==> config.mk <==
export PLATFORM = sky130hd
export DESIGN_NAME = fair_reader_writer_lock_arbiter_unit
export DESIGN_NICKNAME = d
export VERILOG_FILES = /design/src/frwl_pkg.sv /design/src/fair_reader_writer_lock_arbiter_unit.sv /design/src/frwl_front.sv /design/src/frwl_cmd_q.sv /design/src/frwl_back.sv
export SDC_FILE = /design/constraint.sdc
export NUM_CORES = 1
export LEC_CHECK = 0
export CAP_MARGIN = 0
export CORE_MARGIN = 3
export CORE_UTILIZATION = 55
export CTS_CLUSTER_SIZE = 12
export DETAILED_ROUTE_END_ITERATION = 16
export DONT_BUFFER_PORTS = 1
export PLACE_DENSITY = 0.79
export SYNTH_ARGS = -nofsm -noshare
export SYNTH_HDL_FRONTEND = slang
export SYNTH_SLANG_ARGS = --single-unit
==> constraint.sdc <==
create_clock -name clk_i -period 7.8 [get_ports clk_i]
set_input_delay 0.39 -clock clk_i [delete_from_list [all_inputs] [get_ports clk_i]]
set_output_delay 0.39 -clock clk_i [all_outputs]
set_load 0.05 [all_outputs]
==> src/frwl_pkg.sv <==
package frwl_pkg;

  // request operation codes
  localparam logic [1:0] OP_ACQ_RD = 2'd0;
  localparam logic [1:0] OP_ACQ_WR = 2'd1;
  localparam logic [1:0] OP_REL_RD = 2'd2;
  localparam logic [1:0] OP_REL_WR = 2'd3;

  // result status codes
  localparam logic [2:0] ST_GRANTED  = 3'd0;
  localparam logic [2:0] ST_QUEUED   = 3'd1;
  localparam logic [2:0] ST_RELEASED = 3'd2;
  localparam logic [2:0] ST_REFUSED  = 3'd3;
  localparam logic [2:0] ST_BADREL   = 3'd4;
  localparam logic [2:0] ST_WOKEN    = 3'd5;

  localparam int AgentW = 4;

  // classified request, front to back
  typedef struct packed {
    logic              acquire;
    logic              write;
    logic              in_range;
    logic [AgentW-1:0] agent;
  } cmd_t;

  // one result beat
  typedef struct packed {
    logic [2:0]        status;
    logic [AgentW-1:0] agent;
    logic              writer;
    logic              last;
  } res_t;

  // waiter entry: writer flag over agent number
  typedef struct packed {
    logic              writer;
    logic [AgentW-1:0] agent;
  } entry_t;

endpackage

==> src/fair_reader_writer_lock_arbiter_unit.sv <==
// Fair FIFO reader-writer lock arbiter. Issue a request (acquire read,
// acquire write, release read, release write) with start_i while busy_o is
// low. Each request yields one result telling its own outcome, followed by
// one "woken grant" result per waiter that a release hands the lock to;
// last_o marks the final result of a request. Results appear for exactly one
// cycle with result_valid_o and cannot be held off, so the receiver must
// take every strobe. Requests go into a two-entry command queue; busy_o is
// high only while that queue is full. The lock engine takes a queued request
// when not waking waiters. A waking release reads each waiter entry from the
// registered read port of the waiter memory, then checks it; the last woken
// grant comes from a flush step, or from the check step when the run of
// readers stops at a waiting writer. There is no clearing pass after reset.
module fair_reader_writer_lock_arbiter_unit #(
  parameter int AGENTS = 16
) (
  input  logic                        clk_i,
  input  logic                        rst_ni,
  input  logic                        start_i,
  output logic                        busy_o,
  input  logic [1:0]                  operation_i,
  input  logic [frwl_pkg::AgentW-1:0] requester_i,
  output logic                        result_valid_o,
  output logic [2:0]                  status_o,
  output logic [frwl_pkg::AgentW-1:0] agent_o,
  output logic                        agent_is_writer_o,
  output logic                        last_o
);

  logic           push;
  logic           full;
  logic           pop;
  logic           cmd_valid;
  frwl_pkg::cmd_t cmd_in;
  frwl_pkg::cmd_t cmd_out;
  frwl_pkg::res_t res;

  // front: decode the operation, range-check the requester
  frwl_front #(.AGENTS(AGENTS)) u_front (
    .start_i     (start_i),
    .full_i      (full),
    .operation_i (operation_i),
    .requester_i (requester_i),
    .push_o      (push),
    .cmd_o       (cmd_in)
  );

  // decouples request intake from the lock engine
  frwl_cmd_q u_cmd_q (
    .clk_i   (clk_i),
    .rst_ni  (rst_ni),
    .push_i  (push),
    .cmd_i   (cmd_in),
    .pop_i   (pop),
    .valid_o (cmd_valid),
    .cmd_o   (cmd_out),
    .full_o  (full)
  );

  // back: lock state, waiter FIFO, wake-up sequencing
  frwl_back #(.AGENTS(AGENTS)) u_back (
    .clk_i       (clk_i),
    .rst_ni      (rst_ni),
    .cmd_valid_i (cmd_valid),
    .cmd_i       (cmd_out),
    .pop_o       (pop),
    .res_valid_o (result_valid_o),
    .res_o       (res)
  );

  assign busy_o            = full;
  assign status_o          = res.status;
  assign agent_o           = res.agent;
  assign agent_is_writer_o = res.writer;
  assign last_o            = res.last;

endmodule

==> src/frwl_front.sv <==
module frwl_front #(
  parameter int AGENTS = 16
) (
  input  logic                          start_i,
  input  logic                          full_i,
  input  logic [1:0]                    operation_i,
  input  logic [frwl_pkg::AgentW-1:0]   requester_i,
  output logic                          push_o,
  output frwl_pkg::cmd_t                cmd_o
);

  localparam int CmpW = $clog2(AGENTS + 1) + frwl_pkg::AgentW;

  assign push_o = start_i && !full_i;

  always_comb begin
    cmd_o.acquire  = (operation_i == frwl_pkg::OP_ACQ_RD) ||
                     (operation_i == frwl_pkg::OP_ACQ_WR);
    cmd_o.write    = (operation_i == frwl_pkg::OP_ACQ_WR) ||
                     (operation_i == frwl_pkg::OP_REL_WR);
    cmd_o.in_range = CmpW'(requester_i) < CmpW'(AGENTS);
    cmd_o.agent    = requester_i;
  end

endmodule

==> src/frwl_cmd_q.sv <==
module frwl_cmd_q (
  input  logic           clk_i,
  input  logic           rst_ni,
  input  logic           push_i,
  input  frwl_pkg::cmd_t cmd_i,
  input  logic           pop_i,
  output logic           valid_o,
  output frwl_pkg::cmd_t cmd_o,
  output logic           full_o
);

  // two-entry ring
  frwl_pkg::cmd_t slot_q [2];
  logic       wr_ptr_q, wr_ptr_d;
  logic       rd_ptr_q, rd_ptr_d;
  logic [1:0] cnt_q, cnt_d;

  assign valid_o = (cnt_q != 2'd0);
  assign full_o  = (cnt_q == 2'd2);
  assign cmd_o   = slot_q[rd_ptr_q];

  always_comb begin
    wr_ptr_d = wr_ptr_q;
    rd_ptr_d = rd_ptr_q;
    cnt_d    = cnt_q;
    if (push_i) begin
      wr_ptr_d = ~wr_ptr_q;
    end
    if (pop_i) begin
      rd_ptr_d = ~rd_ptr_q;
    end
    unique case ({push_i, pop_i})
      2'b10:   cnt_d = cnt_q + 2'd1;
      2'b01:   cnt_d = cnt_q - 2'd1;
      default: cnt_d = cnt_q;
    endcase
  end

  always_ff @(posedge clk_i or negedge rst_ni) begin
    if (!rst_ni) begin
      wr_ptr_q <= 1'b0;
      rd_ptr_q <= 1'b0;
      cnt_q    <= 2'd0;
    end else begin
      wr_ptr_q <= wr_ptr_d;
      rd_ptr_q <= rd_ptr_d;
      cnt_q    <= cnt_d;
    end
  end

  always_ff @(posedge clk_i) begin
    if (push_i) begin
      slot_q[wr_ptr_q] <= cmd_i;
    end
  end

endmodule

==> src/frwl_back.sv <==
module frwl_back #(
  parameter int AGENTS = 16
) (
  input  logic           clk_i,
  input  logic           rst_ni,
  input  logic           cmd_valid_i,
  input  frwl_pkg::cmd_t cmd_i,
  output logic           pop_o,
  output logic           res_valid_o,
  output frwl_pkg::res_t res_o
);

  localparam int AW = $clog2(AGENTS);
  localparam int CW = $clog2(AGENTS + 1);
  localparam int SW = CW + 1;

  localparam logic [1:0] S_RUN   = 2'd0;
  localparam logic [1:0] S_RD    = 2'd1;
  localparam logic [1:0] S_CHK   = 2'd2;
  localparam logic [1:0] S_FLUSH = 2'd3;

  logic [1:0]        state_q, state_d;
  logic [AW-1:0]     head_q, head_d;
  logic [CW-1:0]     count_q, count_d;
  logic [CW-1:0]     readers_q, readers_d;
  logic              wr_hold_q, wr_hold_d;
  logic [AGENTS-1:0] holder_q, holder_d;
  logic [AGENTS-1:0] waiter_q, waiter_d;
  logic              pend_v_q, pend_v_d;
  frwl_pkg::entry_t  pend_q, pend_d;
  logic              res_v_q, res_v_d;
  frwl_pkg::res_t    res_q, res_d;

  frwl_pkg::entry_t  mem [AGENTS];
  frwl_pkg::entry_t  rdata_q;
  logic              mem_we;
  logic [AW-1:0]     waddr;
  frwl_pkg::entry_t  wdata;
  logic              rd_en;

  logic [SW-1:0]     tail_sum;
  logic [AW-1:0]     tail;
  logic [AW-1:0]     head_nxt;
  logic [AGENTS-1:0] cbit;
  logic [AGENTS-1:0] ebit;
  logic              rel_ok;
  logic              wake;
  logic [CW-1:0]     readers_rel;

  assign res_valid_o = res_v_q;
  assign res_o       = res_q;

  always_comb begin
    tail_sum = SW'(head_q) + SW'(count_q);
    if (tail_sum >= SW'(AGENTS)) begin
      tail_sum = tail_sum - SW'(AGENTS);
    end
    tail     = AW'(tail_sum);
    head_nxt = (head_q == AW'(AGENTS - 1)) ? '0 : head_q + AW'(1);
    cbit     = cmd_i.in_range ? (AGENTS'(1) << cmd_i.agent) : '0;
    ebit     = AGENTS'(1) << rdata_q.agent;
  end

  always_comb begin
    state_d   = state_q;
    head_d    = head_q;
    count_d   = count_q;
    readers_d = readers_q;
    wr_hold_d = wr_hold_q;
    holder_d  = holder_q;
    waiter_d  = waiter_q;
    pend_v_d  = pend_v_q;
    pend_d    = pend_q;
    res_v_d   = 1'b0;
    res_d     = res_q;
    mem_we    = 1'b0;
    waddr     = tail;
    wdata     = '{writer: cmd_i.write, agent: cmd_i.agent};
    rd_en     = 1'b0;
    pop_o     = 1'b0;
    rel_ok    = 1'b0;
    wake      = 1'b0;
    readers_rel = readers_q - CW'(1);

    unique case (state_q)
      S_RUN: begin
        if (cmd_valid_i) begin
          pop_o      = 1'b1;
          res_v_d    = 1'b1;
          res_d.agent  = cmd_i.agent;
          res_d.writer = cmd_i.write;
          res_d.last   = 1'b1;
          if (cmd_i.acquire) begin
            if (!cmd_i.in_range || ((holder_q | waiter_q) & cbit) != '0) begin
              res_d.status = frwl_pkg::ST_REFUSED;
            end else if (count_q == '0 && !wr_hold_q &&
                         (!cmd_i.write || readers_q == '0)) begin
              holder_d = holder_q | cbit;
              if (cmd_i.write) begin
                wr_hold_d = 1'b1;
              end else begin
                readers_d = readers_q + CW'(1);
              end
              res_d.status = frwl_pkg::ST_GRANTED;
            end else begin
              mem_we   = 1'b1;
              count_d  = count_q + CW'(1);
              waiter_d = waiter_q | cbit;
              res_d.status = frwl_pkg::ST_QUEUED;
            end
          end else begin
            if ((holder_q & cbit) != '0) begin
              rel_ok = cmd_i.write ? wr_hold_q : (!wr_hold_q && readers_q != '0);
            end
            if (!rel_ok) begin
              res_d.status = frwl_pkg::ST_BADREL;
            end else begin
              holder_d = holder_q & ~cbit;
              if (cmd_i.write) begin
                wr_hold_d = 1'b0;
                wake      = (readers_q == '0) && (count_q != '0);
              end else begin
                readers_d = readers_rel;
                wake      = (readers_rel == '0) && (count_q != '0);
              end
              res_d.status = frwl_pkg::ST_RELEASED;
              res_d.last   = !wake;
              if (wake) begin
                pend_v_d = 1'b0;
                state_d  = S_RD;
              end
            end
          end
        end
      end
      S_RD: begin
        rd_en   = 1'b1;
        state_d = S_CHK;
      end
      S_CHK: begin
        // a pending wake is always a reader; a writer at the head ends the run
        if (!pend_v_q || !rdata_q.writer) begin
          if (pend_v_q) begin
            res_v_d = 1'b1;
            res_d   = '{status: frwl_pkg::ST_WOKEN, agent: pend_q.agent,
                        writer: pend_q.writer, last: 1'b0};
          end
          head_d   = head_nxt;
          count_d  = count_q - CW'(1);
          waiter_d = waiter_q & ~ebit;
          holder_d = holder_q | ebit;
          if (rdata_q.writer) begin
            wr_hold_d = 1'b1;
          end else begin
            readers_d = readers_q + CW'(1);
          end
          pend_v_d = 1'b1;
          pend_d   = rdata_q;
          state_d  = (rdata_q.writer || count_q == CW'(1)) ? S_FLUSH : S_RD;
        end else begin
          res_v_d  = 1'b1;
          res_d    = '{status: frwl_pkg::ST_WOKEN, agent: pend_q.agent,
                       writer: pend_q.writer, last: 1'b1};
          pend_v_d = 1'b0;
          state_d  = S_RUN;
        end
      end
      S_FLUSH: begin
        res_v_d  = 1'b1;
        res_d    = '{status: frwl_pkg::ST_WOKEN, agent: pend_q.agent,
                     writer: pend_q.writer, last: 1'b1};
        pend_v_d = 1'b0;
        state_d  = S_RUN;
      end
      default: state_d = S_RUN;
    endcase
  end

  always_ff @(posedge clk_i or negedge rst_ni) begin
    if (!rst_ni) begin
      state_q   <= S_RUN;
      head_q    <= '0;
      count_q   <= '0;
      readers_q <= '0;
      wr_hold_q <= 1'b0;
      holder_q  <= '0;
      waiter_q  <= '0;
      pend_v_q  <= 1'b0;
      res_v_q   <= 1'b0;
    end else begin
      state_q   <= state_d;
      head_q    <= head_d;
      count_q   <= count_d;
      readers_q <= readers_d;
      wr_hold_q <= wr_hold_d;
      holder_q  <= holder_d;
      waiter_q  <= waiter_d;
      pend_v_q  <= pend_v_d;
      res_v_q   <= res_v_d;
    end
  end

  always_ff @(posedge clk_i) begin
    pend_q <= pend_d;
    res_q  <= res_d;
  end

  always_ff @(posedge clk_i) begin
    if (mem_we) begin
      mem[waddr] <= wdata;
    end
    if (rd_en) begin
      rdata_q <= mem[head_q];
    end
  end

endmodule

# Yosys cells after proc, flatten, opt, wreduce, memory -nomap -nowiden

Memories as Yosys holds them, arrays and structs flattened. A register that Yosys moved wholly into a read port is not among the register bits.
Index checks and enable logic that the tools add are counted.

Register bits: 69
Bits in latches: 0
RAM bits: 92
Memory bits (read-only): 0
Input bits: 9
Output and inout port bits: 11
Logic and storage cells: 203
Memories kept: 2

Add/subtract/negate cells: 9
Multiply operators: 0
Divide/modulo/power cells: 0
Order comparisons: 1
Equality and inequality tests: 28
Shift-type cells: 2
Multiplexer cells: 91
Bitwise operators: 12
Reduce and logical (&&, ||, !) cells: 40

Memory list:

| memory         | words | bits a word | rd ports | clocked after memory_dff | write ports | line             | RTL |
|---|---|---|---|---|---|---|---|
| u_back.mem     | 16    | 5           | 1        | 1                        | 1           | frwl_back.sv:34  | `frwl_pkg::entry_t mem [AGENTS];` |
| u_cmd_q.slot_q | 2     | 6           | 1        | 0                        | 1           | frwl_cmd_q.sv:13 | `frwl_pkg::cmd_t slot_q [2];` |

Operator list:

| cell                                             | count |
|---|---|
| two-way mux 16 bit                               | 12 |
| two-way mux 5 bit                                | 14 |
| AND 16 bit                                       | 4 |
| OR 16 bit                                        | 4 |
| one-hot mux 16 bit (2 select lines)              | 2 |
| two-way mux 1 bit                                | 41 |
| inverter 16 bit                                  | 2 |
| nonzero test 16 bit                              | 2 |
| << shifter 1 x 4 -> 16 bit, first input constant | 2 |
| two-way mux 9 bit                                | 3 |
| one-hot mux 9 bit (3 select lines)               | 1 |
| one-hot mux 5 bit (2 select lines)               | 2 |
| AND reduction 9 bit                              | 2 |
| != test 2 bit, second input constant             | 8 |
| zero test 5 bit                                  | 3 |
| two-way mux 2 bit                                | 6 |
| != test 3 bit, second input constant             | 4 |
| AND reduction 6 bit                              | 2 |
| adder 5 x 1 -> 5 bit, second input constant      | 2 |
| equality test 2 bit, second input constant       | 5 |
| nonzero test 5 bit                               | 2 |
| subtractor 5 x 1 -> 5 bit, second input constant | 2 |
| two-way mux 3 bit                                | 3 |
| != test 3 x 2 -> 1 bit, second input constant    | 3 |
| other kinds (28)                                 | 52 |

# Logic depth before layout (Yosys ltp)

Gate-level depths: netlist of run 1.
An unclocked memory read counts as a cell.

Depth after elaboration: 18
Gate-level depth with buffers: 12
Mapped depth without buffers: 10

# Cells and area by module

A second synthesis of run 1 with hierarchy kept.

Cells, all modules: 601
Area total of the unflattened synthesis: 7870.0 um^2

Modules (own cells, without submodules):

| module     | instances | cells each | area each (um^2) | seq. area each (um^2) |
|---|---|---|---|---|
| frwl_back  | 1         | 554        | 7114.3           | 4249.1 |
| frwl_cmd_q | 1         | 38         | 693.2            | 520.5 |
| frwl_front | 1         | 9          | 62.6             | 0.0 |

# Worst setup path after synthesis of run 1

No wires, ideal clock.

Path kind: reg2reg
Start: mem u_cmd_q.slot_q[0][0] (netlist name)
End: mem u_back.mem[12][0] (netlist name) (enable)
Setup time: 340 ps
Arrival time: 3180 ps
Data required time: 7460 ps
Path slack: 4280 ps
Stages on the path, launching flop included: 11
Path buffers: 2
Clock period less this slack: 3520 ps
Cell sequence: edfxtp_1 -> buf_2 -> mux2i_1 -> mux2_2 -> a32o_1 -> or4_4 -> nor3_2 -> buf_4 -> nand2_4 -> or3_4 -> nor2_1

Word-level cells in the longest chain between the ends: 12

Ends and longest elaborated chain:

| item                                    | line             | RTL |
|---|---|---|
| start, declared                         | frwl_cmd_q.sv:13 |  |
| memory read (2 x 6 bit)                 | --               |  |
| << shifter 1 x 4 -> 16 bit              | frwl_back.sv:60  | `cbit = cmd_i.in_range ? (AGENTS'(1) << cmd_i.agent) : '0;` |
| two-way mux 16 bit                      | frwl_back.sv:60  |  |
| AND 16 bit                              | frwl_back.sv:94  | `if (!cmd_i.in_range \|\| ((holder_q \| waiter_q) & cbit) != '0) begin` |
| nonzero test 16 bit                     | frwl_back.sv:94  |  |
| logical OR 1 bit                        | frwl_back.sv:94  |  |
| two-way mux 1 bit                       | frwl_back.sv:94  |  |
| two-way mux 1 bit                       | frwl_back.sv:93  | `if (cmd_i.acquire) begin` |
| two-way mux 1 bit                       | frwl_back.sv:87  | `if (cmd_valid_i) begin` |
| two-way mux 1 bit                       | frwl_back.sv:85  | `unique case (state_q)` |
| two-way mux 1 bit                       | frwl_back.sv:209 | `if (mem_we) begin` |
| two-way mux 1 bit (not written as such) | frwl_back.sv:210 | `mem[waddr] <= wdata;` |
| end, declared                           | frwl_back.sv:34  |  |

No other way between the ends.

==> flow_metrics.tcl, run 1 <==
set metrics [dict create \
    grt_pass1_vias 5540 \
    status "finished, final reports clean" \
    drc_errors 0 \
    drive_gt1_frac 0.132 \
    htree_levels 4 \
    place.gp.congestion 0.941 \
    die_area_um2 16100 \
    initial_core_util 0.570 \
    synth_cells 632 \
    cts_resized 0 \
    drv_slew 0 \
    numCtsBuffers 17 \
    powerDensity_nw_per_um2 449 \
    worst_slew_pin_slew_ns 1.15 \
    fp.dieW_um 127 \
    startpoint_type "flip-flop" \
    antenna_found_initial 0 \
    p_leak_nw 3.11 \
    synth-seq-cells 166 \
    seqPwrFrac 0.409 \
    cts_tree "built" \
    irDropWorstVdd_uv 193 \
    yosysTopAreaCellShare 0.415 \
    fin_setup_tns_ns 0 \
    fin_crit_sh 0.635 \
    grt_pass1_wl_mm 31.0 \
    clkPwrFrac 0.209 \
    clk_pin_slew_ns 0.06 \
    hp-class "primary input to flip-flop" \
    yosysMostFrequentCell "edfxtp_1" \
    final.min_clock_period_ns 4.96 \
    placement_rows 43 \
    drtIter0Drc 1037 \
    cap_viol_max_count 0 \
    grt-ovfl-total 0 \
    seqCellArea_um2 4710 \
    clockBufferDepth 2 \
    synth.area.top_cells "edfxtp_1, dfrtp_1, mux4_2" \
    async_reset_ff_frac 0.331 \
    via_per_inst 6.88 \
    hold_slack_ns 0.0553 \
    syn2layout_area_growth_pct 8.95 \
    worstSetupPathType "flip-flop to flip-flop" \
    io_pins 20 \
    core_um2 14100 \
    rsz0062_at_grt "no" \
    combPwrFrac 0.382 \
    synth_edf_count 111 \
    ant_nets 0 \
    cp.arrival_ns 5.03 \
    synth_top_area_cell "edfxtp_1" \
    synth_ff_type "edfxtp_1" \
    crit_top_cell "mux2i_1" \
    power_w 0.00393 \
    wl_per_cell_um 23.8 \
    fin_nets 646 \
    p_switching_w 0.00162 \
    cp_data_required_time_ns 7.87 \
    slew_headroom 0.232 \
    synth_fp_nets 655 \
    yosysWarnings 0 \
    end_kind "flip-flop" \
    synth_area_per_cell_um2 12.7 \
    hold_viol 0 \
    slowest_delay_ns 0.78 \
    io_buffers 0 \
    switching_share 0.413 \
    path_cells "mux2i_1 > clkinv_1 > mux2i_1 > nor3_1 > or4_4 > nor3_2 > and2_1 > nand3_1 > nor2_1" \
    drt-pass1-iter-count 5 \
    n_fill_cell 1012 \
    wl_mm 19.4 \
    grt.total_usage 0.252 \
    setup_viol 0 \
    crit_slowest_cell "nor3_2" \
    hpwlAfterDp_mm 12.7 \
    synth.cell_area_um2 8040 \
    fin_skew_ns 0.0101 \
    clkSinkCount 166 \
    cts-root-buf "clkbuf_16" \
    max_freq_ghz 0.202 \
    synth-seq-area-share 0.586 \
    via_count 5610 \
    clock_latency_ns 0.43 \
    diodes 0 \
    critPathMaxFanout 22 \
    yosysUniqueCellTypes 69 \
    stdcell_count 816 \
    fp.dieH_um 127 \
    grt_max_degree 56 \
    internal_power_w 0.00231 \
    multi_input_area_um2 3120 \
    dpl.cell_count 782 \
    synth_commonest_cells "edfxtp_1, nor2_1, dfrtp_1" \
]
worst paths after layout:
kind	from	endpoint	slack [ns]	cells past startpoint
worst min register to register	flip-flop	flip-flop	0.49	1
worst min-delay path	requester_i[1]	u_cmd_q.slot_q[0][1]	0.06	0
max in group asynchronous	rst_ni	u_back.waiter_q[14]	7.03	2
worst max-delay path	u_cmd_q.slot_q[1][3]	u_back.mem[6][1]	2.84	9
worst max register to register	u_cmd_q.slot_q[1][3]	u_back.mem[6][1]	2.84	9
min in group asynchronous	rst_ni	u_back.head_q[0]	0.50	2
through the flow:
stage	setup slack (ns)	utilization	cell area, um^2
3_5_place_dp	3.05	0.578	8150
4_1_cts	2.97	0.621	8760
2_1_floorplan	4.28	-	8040
5_1_grt	2.65	0.621	8760
3_3_place_gp	3.24	0.578	8150
6_report	2.84	0.621	8760
power groups by stage:
| stage | clock network (W) | logic [W] | registers, W |
|---|---|---|---|
| floorplan | 0 | 0.00115 | 0.00149 |
| global placement | 0 | 0.00141 | 0.00160 |
| detailed placement | 0 | 0.00144 | 0.00161 |
| CTS | 0.000827 | 0.00147 | 0.00160 |
| global route | 0.000864 | 0.00163 | 0.00163 |
| finish | 0.000821 | 0.00150 | 0.00161 |
per-layer routing:
layer	part of all wire	routed length, um	GRT usage
met5	0	0	0
met3	0.10	1970	0.0737
met4	0.033	645	0.0959
met1	0.40	7860	0.348
met2	0.46	8960	0.383
registers in the layout (all words and copies together), names as in the netlist, named ones only:
register            cells
u_cmd_q.cnt_q           2
u_cmd_q.wr_ptr_q        1
u_back.readers_q        5
u_back.pend_q           5
u_back.pend_v_q         1
u_back.waiter_q        16
u_back.head_q           4
u_back.rdata_q          5
u_back.res_valid_o      1
u_back.state_q          2
u_back.res_o            9
u_back.count_q          5
u_back.wr_hold_q        1
u_cmd_q.slot_q         12
u_cmd_q.rd_ptr_q        1
u_back.mem             80
repair_timing:
action,in CTS,in global routing
hold endpoints to repair,55,0
hold buffers,2,0
setup buffers,0,0
worst max-delay path: cells and delay by family (launching register included):
kind	cells	cell delay (ns)
buf+inv	1	0.75
flops	1	0.57
mux	2	0.76
simple gates	6	2.52
layout make-up:
| type | count | area share |
|---|---|---|
| multi-input combinational | 416 | 0.357 |
| sequential | 166 | 0.538 |
| clock inverter | 10 | 0.0137 |
| inverter | 17 | 0.00729 |
| clock buffer | 22 | 0.0519 |
| tap | 180 | 0.0257 |
| timing repair buffer | 5 | 0.00686 |
logic make-up (layout without fill, tap and decap cells):
logic type | Yosys count | count (layout) | synth area share
multiplexers | 43 | 43 | 0.0939
flip-flops | 166 | 166 | 0.586
adder cells (fa/ha/maj) | 14 | 14 | 0.0227
AO/OA/AOI/OAI | 144 | 144 | 0.120
XOR/XNOR | 22 | 22 | 0.0240
buffers and inverters | 50 | 54 | 0.0254
AND/OR/NAND/NOR | 193 | 193 | 0.128
layout by cell type, fill, tap and decap left out, drive strengths merged, types with 10 or more instances in the layout:
cell / synthesis / routed
o22a: 10 / 10
dfrtp: 55 / 55
o21ai: 20 / 20
inv: 15 / 18
ha: 13 / 13
nand2: 47 / 47
edfxtp: 111 / 111
a2bb2oi: 10 / 10
xnor2: 13 / 13
mux4: 25 / 25
clkbuf: 24 / 22
a21oi: 33 / 33
a31oi: 26 / 26
nor2: 57 / 57
nand4: 10 / 10
nor3: 13 / 13
Note: power is estimated with default switching activity, not from simulation.
==> inputs of run 2 (changes only) <==
==> constraint.sdc (replaced) <==
create_clock -name clk_i -period 4.95 [get_ports clk_i]
set_input_delay 0.2475 -clock clk_i [delete_from_list [all_inputs] [get_ports clk_i]]
set_output_delay 0.2475 -clock clk_i [all_outputs]
set_load 0.05 [all_outputs]
==> flow_metrics.tcl, run 2 (synthesis results as in run 1) <==
set metrics [dict create \
    final.min_clock_period_ns 4.14 \
    diodes 0 \
    hold_viol 0 \
    fin_crit_sh 0.837 \
    clock_latency_ns 0.42 \
    cts_tree "built" \
    clkSinkCount 166 \
    antenna_found_initial 0 \
    slowest_delay_ns 0.56 \
    placement_rows 43 \
    drive_gt1_frac 0.142 \
    drtIter0Drc 762 \
    rr_worst_depth 9 \
    cp.arrival_ns 4.21 \
    ant_nets 0 \
    max_freq_ghz 0.241 \
    hold_slack_ns 0.0407 \
    top_regs "u_back.mem x80, u_back.waiter_q x16, u_cmd_q.slot_q x12" \
    post_cts_buffers 0 \
    status "finished, final reports clean" \
    htree_levels 4 \
    clk_pin_slew_ns 0.06 \
    grt_max_degree 56 \
    via_count 5645 \
    grt_pass1_vias 5551 \
    io_buffers 0 \
    grt_pass1_wl_mm 31.2 \
    path_cells "mux2i_1 > mux2_2 > a32o_1 > or4_4 > nor3_2 > buf_4 > and2_1 > nand3_1 > nor2_1" \
    end_kind "flip-flop" \
    syn2layout_area_growth_pct 10.1 \
    fin_skew_ns 0.0102 \
    cp_data_required_time_ns 5.02 \
    fin_setup_tns_ns 0 \
    slew_headroom 0.347 \
    drv_slew 0 \
    hp-class "primary input to flip-flop" \
    grt-ovfl-total 0 \
    final_cell_mix "edfxtp_1, nor2_1, dfrtp_1, nand2_1, a21oi_1" \
    die_area_um2 16100 \
    fp.dieH_um 127 \
    crit_slowest_cell "mux2i_1" \
    numCtsBuffers 17 \
    grt.total_usage 0.253 \
    worstSetupPathType "flip-flop to flip-flop" \
    wl_per_cell_um 23.4 \
    startpoint_type "flip-flop" \
    cts-root-buf "clkbuf_16" \
    hold_path_depth 2 \
    powerDensity_nw_per_um2 700 \
    drt-pass1-iter-count 5 \
    irDropWorstVdd_uv 315 \
    cap_viol_max_count 0 \
    p_leak_nw 3.15 \
    hpwlAfterDp_mm 12.6 \
    rsz0062_at_grt "no" \
    fin_nets 659 \
    regMostFlops "u_back.mem" \
    largest_reg_flops 80 \
    clockBufferDepth 2 \
    worst_slew_pin_slew_ns 0.979 \
    core_um2 14100 \
    setup_viol 0 \
    io_pins 20 \
    fp.dieW_um 127 \
    layout_commonest_cell "edfxtp_1" \
    critPathMaxFanout 12 \
    initial_core_util 0.570 \
    wl_mm 19.4 \
    via_per_inst 6.81 \
    drc_errors 0 \
    place.gp.congestion 0.939 \
]
==> run 2: cell types whose count changed in the layout (fill, tap and decap cells not counted), moves of 2 or more <==
cell	delta
clkinv_1	+2
clkinvlp_4	+3
dlygate4sd3_1	+6
clkbuf_1	-3
clkinv_2	-2
buf_4	+7
==> run 2: per-layer routing <==
layer,routed length (um),part of all wire,GRT usage,vias to the layer above
met5,0,0,0,-
met4,424,0.022,0.0858,0
met3,1960,0.10,0.0691,33
li1,-,-,-,2446
met2,9030,0.47,0.386,357
met1,8000,0.41,0.355,2809
==> run 2: worst paths after layout <==
check | slack (ns) | to | startpoint
hold / removal | 0.04 | u_cmd_q.wr_ptr_q | start_i
hold reg to reg | 0.48 | u_back.count_q[4] | u_back.count_q[4]
min in group asynchronous | 0.42 | u_back.waiter_q[12] | rst_ni
max in group asynchronous | 4.30 | asynchronous set/reset pin | rst_ni
setup reg to reg | 0.81 | u_back.mem[3][0] | u_cmd_q.rd_ptr_q
setup / recovery | 0.81 | u_back.mem[3][0] | u_cmd_q.rd_ptr_q
==> run 2: cell type report <==
class | count | area, um^2
timing repair buffer | 18 | 173
inverter | 17 | 63.8
tap | 180 | 225
clock inverter | 14 | 128
fill | 1034 | 5240
multi-input combinational | 416 | 3120
sequential | 166 | 4710
clock buffer | 18 | 429
==> run 2: critical path: cells and delay by family (launching register included) <==
kind | cells | cell delay, ns
AND/OR/NAND/NOR | 5 | 1.78
flip-flops | 1 | 0.53
buffers and inverters | 1 | 0.23
multiplexers | 2 | 0.96
AO/OA/AOI/OAI | 1 | 0.27
==> run 2: timing repair <==
item	in CTS	in global routing
hold buffers	8	0
endpoints found under the hold margin	67	0
gates resized for setup	0	0
==> run 2: where the power goes <==
part / internal [W] / total, W / switching (W)
clock: 0.000697 / 0.00125 / 0.000555
combinational: 0.000899 / 0.00245 / 0.00155
sequential: 0.00201 / 0.00250 / 0.000486
==> run 2: metrics by stage <==
stage	instances	setup WS [ns]	utilization	area, um^2	total power [W]
6_report	829	0.808	0.628	8850	0.00620
5_1_grt	829	0.677	0.628	8850	0.00653
4_1_cts	829	0.935	0.628	8850	0.00616
3_5_place_dp	789	0.949	0.582	8200	0.00487
3_3_place_gp	789	1.06	0.582	8200	0.00480
2_1_floorplan	632	1.43	-	8040	0.00416
==> inputs of run 3 (changes only) <==
--- a/config.mk
+++ b/config.mk
@@ -11,7 +11,7 @@
 export CTS_CLUSTER_SIZE = 12
 export DETAILED_ROUTE_END_ITERATION = 16
 export DONT_BUFFER_PORTS = 1
-export PLACE_DENSITY = 0.79
+export PLACE_DENSITY = 0.82
 export SYNTH_ARGS = -nofsm -noshare
 export SYNTH_HDL_FRONTEND = slang
 export SYNTH_SLANG_ARGS = --single-unit
==> constraint.sdc (replaced) <==
create_clock -name clk_i -period 3.4 [get_ports clk_i]
set_input_delay 0.17 -clock clk_i [delete_from_list [all_inputs] [get_ports clk_i]]
set_output_delay 0.17 -clock clk_i [all_outputs]
set_load 0.05 [all_outputs]
==> flow_metrics.tcl, run 3 (synthesis results as in run 1) <==
set metrics [dict create \
    critPathMaxFanout 8 \
    layout_commonest_cell "edfxtp_1" \
    cp_data_required_time_ns 3.53 \
    dr_wl_met2_mm 9.26 \
    ff2ff_setup_slack_ns 0.06 \
    ant_nets 0 \
    cpLargestDelayFamily "simple AND/OR/NAND/NOR gates" \
    hold_viol 0 \
    grt_pass1_wl_mm 30.4 \
    fin_nets 691 \
    drv_slew 0 \
    diodes 0 \
    htree_levels 4 \
    irDropWorstVdd_uv 533 \
    fin_crit_sh 0.983 \
    io_pins 20 \
    via_per_inst 6.68 \
    crit_slowest_cell "or4_4" \
    regMostFlops "u_back.mem" \
    grt_max_degree 56 \
    clock_latency_ns 0.43 \
    fp.dieH_um 127 \
    fin_ws_ns 0.0562 \
    drt-pass1-iter-count 8 \
    slowest_delay_ns 0.52 \
    hold_slack_ns 0.173 \
    n_fill_cell 985 \
    core_um2 14100 \
    clockBufferDepth 2 \
    via_count 5749 \
    hpwlAfterDp_mm 13.4 \
    cp.arrival_ns 3.47 \
    cap_viol_max_count 0 \
    hp-class "primary input to flip-flop" \
    cp_num_buf_inv 1 \
    grt.total_usage 0.248 \
    fin_skew_ns 0.00898 \
    initial_core_util 0.570 \
    place.gp.congestion 1.00 \
    clkSinkCount 166 \
    max_freq_ghz 0.299 \
    cts_tree "built" \
    startpoint_type "flip-flop" \
    post_cts_buffers 0 \
    p_leak_nw 3.34 \
    cts-root-buf "clkbuf_16" \
    wl_per_cell_um 22.9 \
    io_buffers 0 \
    path_cells "mux2i_2 > mux2_2 > a32o_1 > or4_4 > nor3_2 > buf_4 > and2_1 > nand3_4 > nor2_4" \
    die_area_um2 16100 \
    setup_viol 0 \
    grt_pass1_vias 5553 \
    end_kind "flip-flop" \
    drive_gt1_frac 0.207 \
    seqCellArea_um2 4710 \
    final_cell_mix "edfxtp_1, dfrtp_1, nand2_1, nor2_1, buf_4" \
    worstSetupPathType "flip-flop to flip-flop" \
    final.min_clock_period_ns 3.34 \
    slew_headroom 0.565 \
    grt-ovfl-total 0 \
    antenna_found_initial 0 \
    numCtsBuffers 17 \
    fp.dieW_um 127 \
    placement_rows 43 \
    wl_met3_mm 1.94 \
    largest_reg_flops 80 \
    dp_slack_ns -0.0753 \
    powerDensity_nw_per_um2 1040 \
    met1_length_mm 7.94 \
    wl_mm 19.7 \
    drtIter0Drc 803 \
    highest_layer "met4" \
    drc_errors 0 \
    multi_input_area_um2 3220 \
    top_regs "u_back.mem x80, u_back.waiter_q x16, u_cmd_q.slot_q x12" \
    status "finished, final reports clean" \
    clk_pin_slew_ns 0.06 \
    worst_slew_pin_slew_ns 0.646 \
    syn2layout_area_growth_pct 14.9 \
]
==> run 3: power by group <==
group	switching (W)	leakage, nW	total [W]	internal (W)
clock	0.000827	0.291	0.00193	0.00110
combinational	0.00251	1.35	0.00407	0.00156
sequential	0.000672	1.70	0.00360	0.00293
==> run 3: path summary, 6_finish.rpt <==
check | from | cells past startpoint | to
setup / recovery | u_cmd_q.rd_ptr_q | 9 | u_back.mem[2][0]
hold / removal | start_i | 1 | u_cmd_q.slot_q[1][2]
setup reg to reg | u_cmd_q.rd_ptr_q | 9 | u_back.mem[2][0]
hold reg to reg | u_back.count_q[4] | 1 | u_back.count_q[4]
max in group asynchronous | rst_ni | 2 | u_back.waiter_q[15]
min in group asynchronous | rst_ni | 2 | u_back.readers_q[4]
==> run 3: metrics by stage <==
step	power [W]	cell area (um^2)	std cells	TNS [ns]	util
after floorplan	0.00609	8060	632	-1.51	-
after global placement	0.00727	8450	820	0	0.599
after detailed placement	0.00740	8450	820	-1.72	0.599
after CTS	0.00937	9160	861	-2.05	0.650
after global routing	0.0100	9240	861	-0.514	0.655
final	0.00960	9240	861	0	0.655
==> run 3: cell type report <==
type | count | area share
flip-flops and latches | 166 | 0.510
clock inverters | 14 | 0.0180
clock buffers | 18 | 0.0465
multi-input cells | 416 | 0.349
repair buffers | 50 | 0.0454
well taps | 180 | 0.0244
inverters | 17 | 0.00691
==> run 3: what timing repair did <==
action	4_1_cts	5_1_grt
setup endpoints to repair	50	84
pin swaps	0	2
resized for setup	3	17
hold buffers	9	0
endpoints found under the hold margin	68	0
==> run 3: routing by layer <==
| layer | vias to the layer above | GRT usage |
|---|---|---|
| met5 | - | 0 |
| li1 | 2518 | - |
| met1 | 2802 | 0.350 |
| met4 | 0 | 0.0984 |
| met2 | 373 | 0.377 |
| met3 | 56 | 0.0581 |
==> run 3: worst reg2reg max path, stage by stage, from the launching register on <==
cell,delay [ns]
dfrtp_2,0.46
mux2i_2,0.29
mux2_2,0.36
a32o_1,0.27
or4_4,0.52
nor3_2,0.22
buf_4,0.19
and2_1,0.30
nand3_4,0.20
nor2_4,0.22
